<file path="src/sv/k_queues_shared_buffer_assert.svh">
// Assertion macros for the shared-buffer queue block.
// Included by the RTL files that carry concurrent checks; no other dependencies.
`ifndef K_QUEUES_SHARED_BUFFER_ASSERT_SVH
`define K_QUEUES_SHARED_BUFFER_ASSERT_SVH
`ifndef NO_ASSERTIONS
// property must hold at every rising clock edge outside reset
`define KQSB_ASSERT(label, clk, rstn, prop, msg) \
    label: assert property (@(posedge clk) disable iff (!rstn) prop) else $error(msg);
// condition must never be true outside reset
`define KQSB_ASSERT_NEVER(label, clk, rstn, cond, msg) \
    label: assert property (@(posedge clk) disable iff (!rstn) !(cond)) else $error(msg);
`else
`define KQSB_ASSERT(label, clk, rstn, prop, msg)
`define KQSB_ASSERT_NEVER(label, clk, rstn, cond, msg)
`endif
`endif

</file>
<file path="src/sv/kqsb_pkg.sv">
`timescale 1ns / 1ps
// Shared types, codes and helpers for the shared-buffer queue block.
// No dependencies; imported by every module of the block.
package kqsb_pkg;

    localparam int DEF_NUM_QUEUES = 4;
    localparam int DEF_NUM_SLOTS  = 16;
    localparam int DATA_W         = 32;
    localparam int QNUM_W         = 2;
    localparam int STATUS_W       = 2;
    localparam int S_TUSER_W      = 1 + QNUM_W;

    typedef enum logic {
        FUNC_ENQ = 1'b0,
        FUNC_DEQ = 1'b1
    } func_t;

    typedef enum logic [STATUS_W-1:0] {
        STATUS_OK        = 2'd0,
        STATUS_OVERFLOW  = 2'd1,
        STATUS_UNDERFLOW = 2'd2
    } status_t;

    // queue table strobes
    typedef struct packed {
        logic rd;
        logic wr;
        logic set_live;
        logic clr_live;
    } qt_ctrl_t;

    // slot store strobes
    typedef struct packed {
        logic rd;
        logic data_wr;
        logic link_wr;
    } slot_ctrl_t;

    // Reduce a queue number modulo count by repeated subtraction (narrow input).
    function automatic logic [QNUM_W-1:0] queue_wrap(input logic [QNUM_W-1:0] num,
                                                     input int unsigned count);
        logic [QNUM_W-1:0] r;
        r = num;
        for (int i = 0; i < (1 << QNUM_W) - 1; i++) begin
            if (int'(r) >= int'(count)) begin
                r = QNUM_W'(int'(r) - int'(count));
            end
        end
        return r;
    endfunction

endpackage

</file>
<file path="src/sv/kqsb_queue_table.sv">
`timescale 1ns / 1ps
// Per-queue head/tail memory plus a live (non-empty) flag for each queue.
// Depends on kqsb_pkg for the control struct.
module kqsb_queue_table import kqsb_pkg::*; #(
    parameter int NUM_QUEUES = DEF_NUM_QUEUES,
    parameter int SLOT_W     = 4,
    parameter int QUEUE_W    = 2
) (
    input  logic              aclk,
    input  logic              aresetn,
    input  qt_ctrl_t          ctrl,
    input  logic [QUEUE_W-1:0] addr,
    input  logic [SLOT_W-1:0] wr_head,
    input  logic [SLOT_W-1:0] wr_tail,
    output logic [SLOT_W-1:0] rd_head,
    output logic [SLOT_W-1:0] rd_tail,
    output logic              rd_live
);

    logic [2*SLOT_W-1:0]   ptr_mem [NUM_QUEUES];
    logic [2*SLOT_W-1:0]   rd_ptrs_reg;
    logic [NUM_QUEUES-1:0] live_reg;
    logic                  rd_live_reg;

    // head/tail store, registered read
    always_ff @(posedge aclk) begin
        if (ctrl.wr) begin
            ptr_mem[addr] <= {wr_head, wr_tail};
        end
        if (ctrl.rd) begin
            rd_ptrs_reg <= ptr_mem[addr];
        end
    end

    // live flags stand in for the null head at reset
    always_ff @(posedge aclk) begin
        if (!aresetn) begin
            live_reg    <= '0;
            rd_live_reg <= 1'b0;
        end else begin
            if (ctrl.set_live) begin
                live_reg[addr] <= 1'b1;
            end
            if (ctrl.clr_live) begin
                live_reg[addr] <= 1'b0;
            end
            if (ctrl.rd) begin
                rd_live_reg <= live_reg[addr];
            end
        end
    end

    assign rd_head = rd_ptrs_reg[2*SLOT_W-1:SLOT_W];
    assign rd_tail = rd_ptrs_reg[SLOT_W-1:0];
    assign rd_live = rd_live_reg;

endmodule

</file>
<file path="src/sv/kqsb_slot_mem.sv">
`timescale 1ns / 1ps
// Slot store: value memory and next-link memory with a fill count for link reset.
// Depends on kqsb_pkg and the assertion macro header.
`include "k_queues_shared_buffer_assert.svh"
module kqsb_slot_mem import kqsb_pkg::*; #(
    parameter int NUM_SLOTS = DEF_NUM_SLOTS,
    parameter int SLOT_W    = 4,
    parameter int LINK_W    = 5
) (
    input  logic              aclk,
    input  logic              aresetn,
    input  slot_ctrl_t        ctrl,
    input  logic [SLOT_W-1:0] rd_addr,
    input  logic [SLOT_W-1:0] data_wr_addr,
    input  logic [SLOT_W-1:0] link_wr_addr,
    input  logic [DATA_W-1:0] wr_data,
    input  logic [LINK_W-1:0] wr_link,
    output logic [DATA_W-1:0] rd_data,
    output logic [LINK_W-1:0] rd_link
);

    logic [DATA_W-1:0] data_mem [NUM_SLOTS];
    logic [LINK_W-1:0] link_mem [NUM_SLOTS];

    logic [DATA_W-1:0] rd_data_reg;
    logic [LINK_W-1:0] link_q_reg;
    logic [LINK_W-1:0] fresh_link_reg;
    logic              fresh_reg;
    logic [LINK_W-1:0] fill_reg;
    logic [LINK_W-1:0] fill_next;

    // Slots at or above the fill count were never taken; their link is slot + 1,
    // and the free list always hands them out in ascending order.
    always_comb begin
        fill_next = fill_reg;
        if (ctrl.data_wr && LINK_W'(data_wr_addr) == fill_reg) begin
            fill_next = fill_reg + LINK_W'(1);
        end
    end

    always_ff @(posedge aclk) begin
        if (!aresetn) begin
            fill_reg  <= '0;
            fresh_reg <= 1'b0;
        end else begin
            fill_reg <= fill_next;
            if (ctrl.rd) begin
                fresh_reg <= (LINK_W'(rd_addr) == fill_reg);
            end
        end
    end

    // memories, registered read
    always_ff @(posedge aclk) begin
        if (ctrl.data_wr) begin
            data_mem[data_wr_addr] <= wr_data;
        end
        if (ctrl.link_wr) begin
            link_mem[link_wr_addr] <= wr_link;
        end
        if (ctrl.rd) begin
            rd_data_reg    <= data_mem[rd_addr];
            link_q_reg     <= link_mem[rd_addr];
            fresh_link_reg <= LINK_W'(rd_addr) + LINK_W'(1);
        end
    end

    assign rd_data = rd_data_reg;
    assign rd_link = fresh_reg ? fresh_link_reg : link_q_reg;

    `KQSB_ASSERT_NEVER(a_fill_bound, aclk, aresetn, fill_reg > LINK_W'(NUM_SLOTS), "fill count past store size")
    `KQSB_ASSERT(a_data_wr_frontier, aclk, aresetn, ctrl.data_wr |-> LINK_W'(data_wr_addr) <= fill_reg, "value written beyond fill frontier")
    `KQSB_ASSERT(a_link_wr_taken, aclk, aresetn, ctrl.link_wr |-> LINK_W'(link_wr_addr) < fill_reg, "link written to a slot never taken")

endmodule

</file>
<file path="src/sv/k_queues_shared_buffer.sv">
`timescale 1ns / 1ps
// Top level: several FIFO queues in one shared slot store with a free list.
// Depends on kqsb_pkg, kqsb_slot_mem, kqsb_queue_table and the assertion header.
//
//  channel | direction | tdata          | tuser (low bit up)
//  s_      | in        | value_in [31:0]| func [0], queue_num [2:1]
//  m_      | out       | value_out[31:0]| status [1:0]
//
// Enqueue, overflow and underflow finish after the queue table read; a successful
// dequeue also waits for the slot store read that follows the queue table read.
// One transaction is in flight at a time; s_tready is high only when idle.
// A finished result waits in the output register; a stall on m_ holds the
// operation before any state is written. Reset is immediate, no clearing pass.
`include "k_queues_shared_buffer_assert.svh"
module k_queues_shared_buffer import kqsb_pkg::*; #(
    parameter int NUM_QUEUES = DEF_NUM_QUEUES,
    parameter int NUM_SLOTS  = DEF_NUM_SLOTS
) (
    input  logic                 aclk,
    input  logic                 aresetn,
    input  logic                 s_tvalid,
    output logic                 s_tready,
    input  logic [DATA_W-1:0]    s_tdata,   // value_in
    input  logic [S_TUSER_W-1:0] s_tuser,   // func, queue_num
    output logic                 m_tvalid,
    input  logic                 m_tready,
    output logic [DATA_W-1:0]    m_tdata,   // value_out
    output logic [STATUS_W-1:0]  m_tuser    // status
);

    localparam int SLOT_W  = $clog2(NUM_SLOTS);
    localparam int LINK_W  = $clog2(NUM_SLOTS + 1);
    localparam int QUEUE_W = (NUM_QUEUES > 1) ? $clog2(NUM_QUEUES) : 1;
    localparam logic [LINK_W-1:0] NIL = LINK_W'(NUM_SLOTS);

    typedef enum logic [2:0] {
        ST_IDLE = 3'b001,
        ST_LOOK = 3'b010,
        ST_READ = 3'b100
    } state_t;

    state_t              state_reg, state_next;
    func_t               op_reg;
    logic [QUEUE_W-1:0]  q_reg;
    logic [DATA_W-1:0]   val_reg;
    logic [LINK_W-1:0]   free_reg, free_next;
    logic                m_valid_reg, m_valid_next;
    status_t             m_status_reg, m_status_next;
    logic [DATA_W-1:0]   m_data_reg, m_data_next;

    logic                s_accept;
    logic                out_free;
    logic [QUEUE_W-1:0]  q_in;

    qt_ctrl_t            qt_ctrl;
    logic [QUEUE_W-1:0]  qt_addr;
    logic [SLOT_W-1:0]   qt_wr_head, qt_wr_tail;
    logic [SLOT_W-1:0]   rd_head, rd_tail;
    logic                rd_live;

    slot_ctrl_t          slot_ctrl;
    logic [SLOT_W-1:0]   slot_rd_addr;
    logic [SLOT_W-1:0]   link_wr_addr;
    logic [DATA_W-1:0]   rd_data;
    logic [LINK_W-1:0]   rd_link;

    assign s_tready = (state_reg == ST_IDLE);
    assign s_accept = s_tvalid && s_tready;
    assign out_free = !m_valid_reg || m_tready;
    assign q_in     = QUEUE_W'(queue_wrap(s_tuser[S_TUSER_W-1:1], NUM_QUEUES));

    // addresses follow the phase of the operation
    assign qt_addr      = (state_reg == ST_IDLE) ? q_in : q_reg;
    assign slot_rd_addr = (state_reg == ST_IDLE) ? free_reg[SLOT_W-1:0] : rd_head;
    assign link_wr_addr = (state_reg == ST_READ) ? rd_head : rd_tail;
    assign qt_wr_head   = (state_reg == ST_READ) ? rd_link[SLOT_W-1:0]
                        : (rd_live ? rd_head : free_reg[SLOT_W-1:0]);
    assign qt_wr_tail   = (state_reg == ST_READ) ? rd_tail : free_reg[SLOT_W-1:0];

    // sequencer: lookup, optional slot read, then read-modify-write commit
    always_comb begin
        state_next    = state_reg;
        free_next     = free_reg;
        m_valid_next  = m_valid_reg && !m_tready;
        m_status_next = m_status_reg;
        m_data_next   = m_data_reg;
        qt_ctrl       = '0;
        slot_ctrl     = '0;
        case (state_reg)
            ST_IDLE: begin
                if (s_accept) begin
                    qt_ctrl.rd   = 1'b1;
                    slot_ctrl.rd = 1'b1;
                    state_next   = ST_LOOK;
                end
            end
            ST_LOOK: begin
                if (op_reg == FUNC_ENQ) begin
                    if (out_free) begin
                        m_valid_next = 1'b1;
                        m_data_next  = '0;
                        state_next   = ST_IDLE;
                        if (free_reg == NIL) begin
                            m_status_next = STATUS_OVERFLOW;
                        end else begin
                            m_status_next     = STATUS_OK;
                            slot_ctrl.data_wr = 1'b1;
                            slot_ctrl.link_wr = rd_live;
                            qt_ctrl.wr        = 1'b1;
                            qt_ctrl.set_live  = 1'b1;
                            free_next         = rd_link;
                        end
                    end
                end else if (!rd_live) begin
                    if (out_free) begin
                        m_valid_next  = 1'b1;
                        m_status_next = STATUS_UNDERFLOW;
                        m_data_next   = '0;
                        state_next    = ST_IDLE;
                    end
                end else begin
                    slot_ctrl.rd = 1'b1;
                    state_next   = ST_READ;
                end
            end
            ST_READ: begin
                if (out_free) begin
                    m_valid_next      = 1'b1;
                    m_status_next     = STATUS_OK;
                    m_data_next       = rd_data;
                    qt_ctrl.wr        = 1'b1;
                    qt_ctrl.clr_live  = (rd_head == rd_tail);
                    slot_ctrl.link_wr = 1'b1;
                    free_next         = LINK_W'(rd_head);
                    state_next        = ST_IDLE;
                end
            end
            default: begin
                state_next = ST_IDLE;
            end
        endcase
    end

    // control registers
    always_ff @(posedge aclk) begin
        if (!aresetn) begin
            state_reg   <= ST_IDLE;
            free_reg    <= '0;
            m_valid_reg <= 1'b0;
        end else begin
            state_reg   <= state_next;
            free_reg    <= free_next;
            m_valid_reg <= m_valid_next;
        end
    end

    // payload registers
    always_ff @(posedge aclk) begin
        if (s_accept) begin
            op_reg  <= func_t'(s_tuser[0]);
            q_reg   <= q_in;
            val_reg <= s_tdata;
        end
        m_status_reg <= m_status_next;
        m_data_reg   <= m_data_next;
    end

    kqsb_slot_mem #(
        .NUM_SLOTS (NUM_SLOTS),
        .SLOT_W    (SLOT_W),
        .LINK_W    (LINK_W)
    ) u_slot_mem (
        .aclk         (aclk),
        .aresetn      (aresetn),
        .ctrl         (slot_ctrl),
        .rd_addr      (slot_rd_addr),
        .data_wr_addr (free_reg[SLOT_W-1:0]),
        .link_wr_addr (link_wr_addr),
        .wr_data      (val_reg),
        .wr_link      (free_reg),
        .rd_data      (rd_data),
        .rd_link      (rd_link)
    );

    kqsb_queue_table #(
        .NUM_QUEUES (NUM_QUEUES),
        .SLOT_W     (SLOT_W),
        .QUEUE_W    (QUEUE_W)
    ) u_queue_table (
        .aclk    (aclk),
        .aresetn (aresetn),
        .ctrl    (qt_ctrl),
        .addr    (qt_addr),
        .wr_head (qt_wr_head),
        .wr_tail (qt_wr_tail),
        .rd_head (rd_head),
        .rd_tail (rd_tail),
        .rd_live (rd_live)
    );

    assign m_tvalid = m_valid_reg;
    assign m_tdata  = m_data_reg;
    assign m_tuser  = m_status_reg;

    `KQSB_ASSERT(a_accept_to_look, aclk, aresetn, s_accept |=> state_reg == ST_LOOK, "accepted transaction did not start lookup")
    `KQSB_ASSERT(a_read_is_dequeue, aclk, aresetn, state_reg == ST_READ |-> op_reg == FUNC_DEQ && rd_live, "slot read phase without a live dequeue")
    `KQSB_ASSERT(a_result_source, aclk, aresetn, $rose(m_tvalid) |-> $past(state_reg) == ST_LOOK || $past(state_reg) == ST_READ, "result raised outside a commit phase")
    `KQSB_ASSERT_NEVER(a_free_range, aclk, aresetn, free_reg > NIL, "free list head out of range")

endmodule

</file>
<file path="config.mk">
export PLATFORM = sky130hd
export DESIGN_NAME = k_queues_shared_buffer
export DESIGN_NICKNAME = d
export VERILOG_FILES = /design/src/sv/kqsb_pkg.sv /design/src/sv/kqsb_queue_table.sv /design/src/sv/kqsb_slot_mem.sv /design/src/sv/k_queues_shared_buffer.sv
export VERILOG_INCLUDE_DIRS = /design/src /design/src/sv
export SDC_FILE = /design/constraint.sdc
export NUM_CORES = 1
export LEC_CHECK = 0
export BUFFER_PORTS_ARGS = -buffer_cell sky130_fd_sc_hd__buf_4
export CORE_MARGIN = 3
export CORE_UTILIZATION = 55
export DETAILED_ROUTE_END_ITERATION = 10
export PLACE_DENSITY = 0.74
export SYNTH_ARGS = -nofsm -noshare
export SYNTH_HDL_FRONTEND = slang
export SYNTH_SLANG_ARGS = --single-unit
</file>
<file path="constraint.sdc">
create_clock -name aclk -period 4.1 [get_ports aclk]
set_input_delay 0.41 -clock aclk [delete_from_list [all_inputs] [get_ports aclk]]
set_output_delay 0.41 -clock aclk [all_outputs]
set_load 0.01 [all_outputs]
</file>
==> results.sh <==
export IMPL_grt_pass1_vias=20180
export IMPL_max_slew_worst_pin_slew_ns=0.922
export IMPL_place_congestion=0.820
export IMPL_synth_cell_types=49
export IMPL_die_height_um=250
export IMPL_layout_drive_gt1_share_pct=14.2
export IMPL_drtAntennaViolNets=0
export IMPL_crit_slowest_cell="mux2_8"
export IMPL_worstHoldStart="aresetn"
export IMPL_synth_adder_area_share_pct=0.0762
export IMPL_min_path_type="input pin to flop"
export IMPL_placement_rows=88
export IMPL_ys_ff_latch=763
export IMPL_fp_coreArea_um2=58400
export IMPL_fmax_mhz=299
export IMPL_clock_path_buffers=3
export IMPL_top_register="u_slot_mem.data_mem"
export IMPL_crit_path_max_fanout=58
export IMPL_slew_headroom_pct=38.5
export IMPL_grt_pass1_wl_mm=121
export IMPL_cellLeakagePower_nw=12.1
export IMPL_root_buffer="clkbuf_16"
export IMPL_hold_viol_final=0
export IMPL_nets=2415
export IMPL_htree_num_levels=3
export IMPL_io_pins=75
export IMPL_start_util_pct=56.3
export IMPL_synth_compound_area_share_pct=9.43
export IMPL_setup_worst_path_end_class="flop"
export IMPL_syn_to_final_growth_pct=14.2
export IMPL_finalCritPeriodShare_pct=81.7
export IMPL_grt_overflow=0
export IMPL_wl_per_cell_um=25.0
export IMPL_maxCapViolCount=0
export IMPL_final_cell_mix="edfxtp_1 (743), mux2i_1 (197), and2_1 (145)"
export IMPL_synth_top_family_by_area="simple AND/OR/NAND/NOR gates"
export IMPL_finalMaxSlewViolations=0
export IMPL_path_cells="or3b_4 -> mux2_8 -> buf_4 -> mux2i_1 -> o2111a_1 -> or3b_2"
export IMPL_antenna_found_initial=2
export IMPL_dr_total_vias=20085
export IMPL_r2r_start="state_reg[0]"
export IMPL_antenna_cells=0
export IMPL_postCtsSetupBuffers=0
export IMPL_synth_area_um2=32800
export IMPL_avgSynthCellArea_um2=14.4
export IMPL_yosys_warnings=0
export IMPL_peakVddDrop_mv=0.461
export IMPL_postSynth_asyncResetShare_pct=0
export IMPL_outcome="finished, final reports clean"
export IMPL_power_density_nw_per_um2=455
export IMPL_rsz0062_at_grt="false"
export IMPL_critPathRequiredTime_ns=4.45
export IMPL_synth_yosys_seq_area_share_pct=69.2
export IMPL_yosys_area_share_simple_pct=11.6
export IMPL_cts_sinks=763
export IMPL_vias_per_cell=6.28
export IMPL_tns_ns=0
export IMPL_place_hpwl_mm=44.6
export IMPL_die_area_um2=62700
export IMPL_largest_registers="u_slot_mem.data_mem: 512 flops, u_slot_mem.link_mem: 80 flops"
export IMPL_grt_max_degree=228
export IMPL_grt_usage_pct=25.3
export IMPL_skew_ns=0.0281
export IMPL_worstSkewPairLatency_ns=0.63
export IMPL_syn_inst=2284
export IMPL_io_buffers=74
export IMPL_startpoint_type="flop"
export IMPL_final_common_cell="edfxtp_1"
export IMPL_drt_initial_drc_count=2256
export IMPL_cp_arrival_ns=3.70
export IMPL_synth_edf_count=743
export IMPL_die_w_um=250
export IMPL_tritoncts="yes"
export IMPL_crit_path_start="state_reg[0]"
export IMPL_synth_xor_xnor_area_share_pct=0.400
export IMPL_wl_mm=79.9
export IMPL_setup_viol=0
export IMPL_fin_util_pct=64.3
export IMPL_synth_mux_area_fraction_pct=7.00
export IMPL_worstSetupPathType="flop to flop"
export IMPL_cts_clk_slew_worst_paths_ns=0.06
export IMPL_synth_flop_cell="edfxtp_1"
export IMPL_largest_register_ffs=512
export IMPL_cts_buffers=78
export IMPL_drc=0
export IMPL_cp_slowest_stage_delay_ns=0.78
export IMPL_post_route_min_period_ns=3.35
export IMPL_syn_num_nets=2325
export IMPL_dr_pass1_iters=5
per-stage QoR:
step | hold slack, ns | setup WS, ns | cells | cell area, um^2 | total power [mW]
3_5_place_dp | 0.474 | 0.786 | 3024 | 34700 | 10.2
2_1_floorplan | 0.432 | 0.159 | 2284 | 32900 | 9.77
3_3_place_gp | 0.441 | 0.931 | 3024 | 34700 | 10.2
6_report | 0.0954 | 0.751 | 3199 | 37500 | 17.1
4_1_cts | 0.0624 | 0.752 | 3199 | 37500 | 17.2
5_1_grt | 0.0870 | 0.659 | 3199 | 37500 | 17.6
per-layer routing:
metal	track usage, %	vias to the layer above	wire (um)
met2	41.5	963	38600
met1	34.5	10026	32200
met5	0	-	13
li1	-	8906	-
met4	9.08	2	2690
met3	4.12	188	6440
synthesized netlist by cell type, drive strengths merged, types with 38 or more instances:
cell type	instances	area share (%)
a21oi	87	1.3
and2	145	2.8
buf	51	0.82
clkbuf	121	1.4
edfxtp	743	68
mux2i	201	6.1
nand2	117	1.3
nand2b	80	1.5
nand3	45	0.69
nand3b	38	0.87
nor2	60	0.69
nor2b	116	2.2
o21ai	120	1.8
o22ai	38	0.72
or3b	40	1.1
where the power goes:
group	switching, mW	internal [mW]	total (mW)	leakage [nW]
clock	2.93	4.07	6.99	1.23
combinational	0.721	0.532	1.25	3.86
sequential	0.141	8.69	8.83	6.99
critical path: cells and delay by family (launching register included):
family	cells	cell delay, ns
simple gates	2	0.99
mux	2	1.01
flops	1	0.48
buf+inv	1	0.34
compound gates	1	0.20
repair_timing:
item | in CTS | in global routing
gates resized for setup | 0 | 0
hold endpoints to repair | 35 | 0
hold buffers | 35 | 0
layout make-up:
type,instances,area [um^2]
clock inverter,44,419
inverter,6,25.0
sequential,763,22700
clock buffer,96,2080
tap,765,957
timing repair buffer,182,1720
fill,4128,20900
multi-input combinational,1343,9590
path summary, 6_finish.rpt:
| check | to | slack (ns) | cells past startpoint |
|---|---|---|---|
| setup / recovery | u_slot_mem.rd_data[25] | 0.75 | 6 |
| hold / removal | u_slot_mem.fill_reg[4] | 0.1 | 2 |
| setup reg to reg | u_slot_mem.rd_data[25] | 0.75 | 6 |
| hold reg to reg | u_slot_mem.fill_reg[4] | 0.49 | 1 |
cells by family after synthesis:
group | count (synthesis)
AOI/OAI and AO/OA | 442
xor gates and xnor gates | 15
adders and majority gates | 2
buffers and inverters | 178
DFF | 763
muxes | 217
and+or+nand+nor | 667
(Power assumes the default switching activity.)
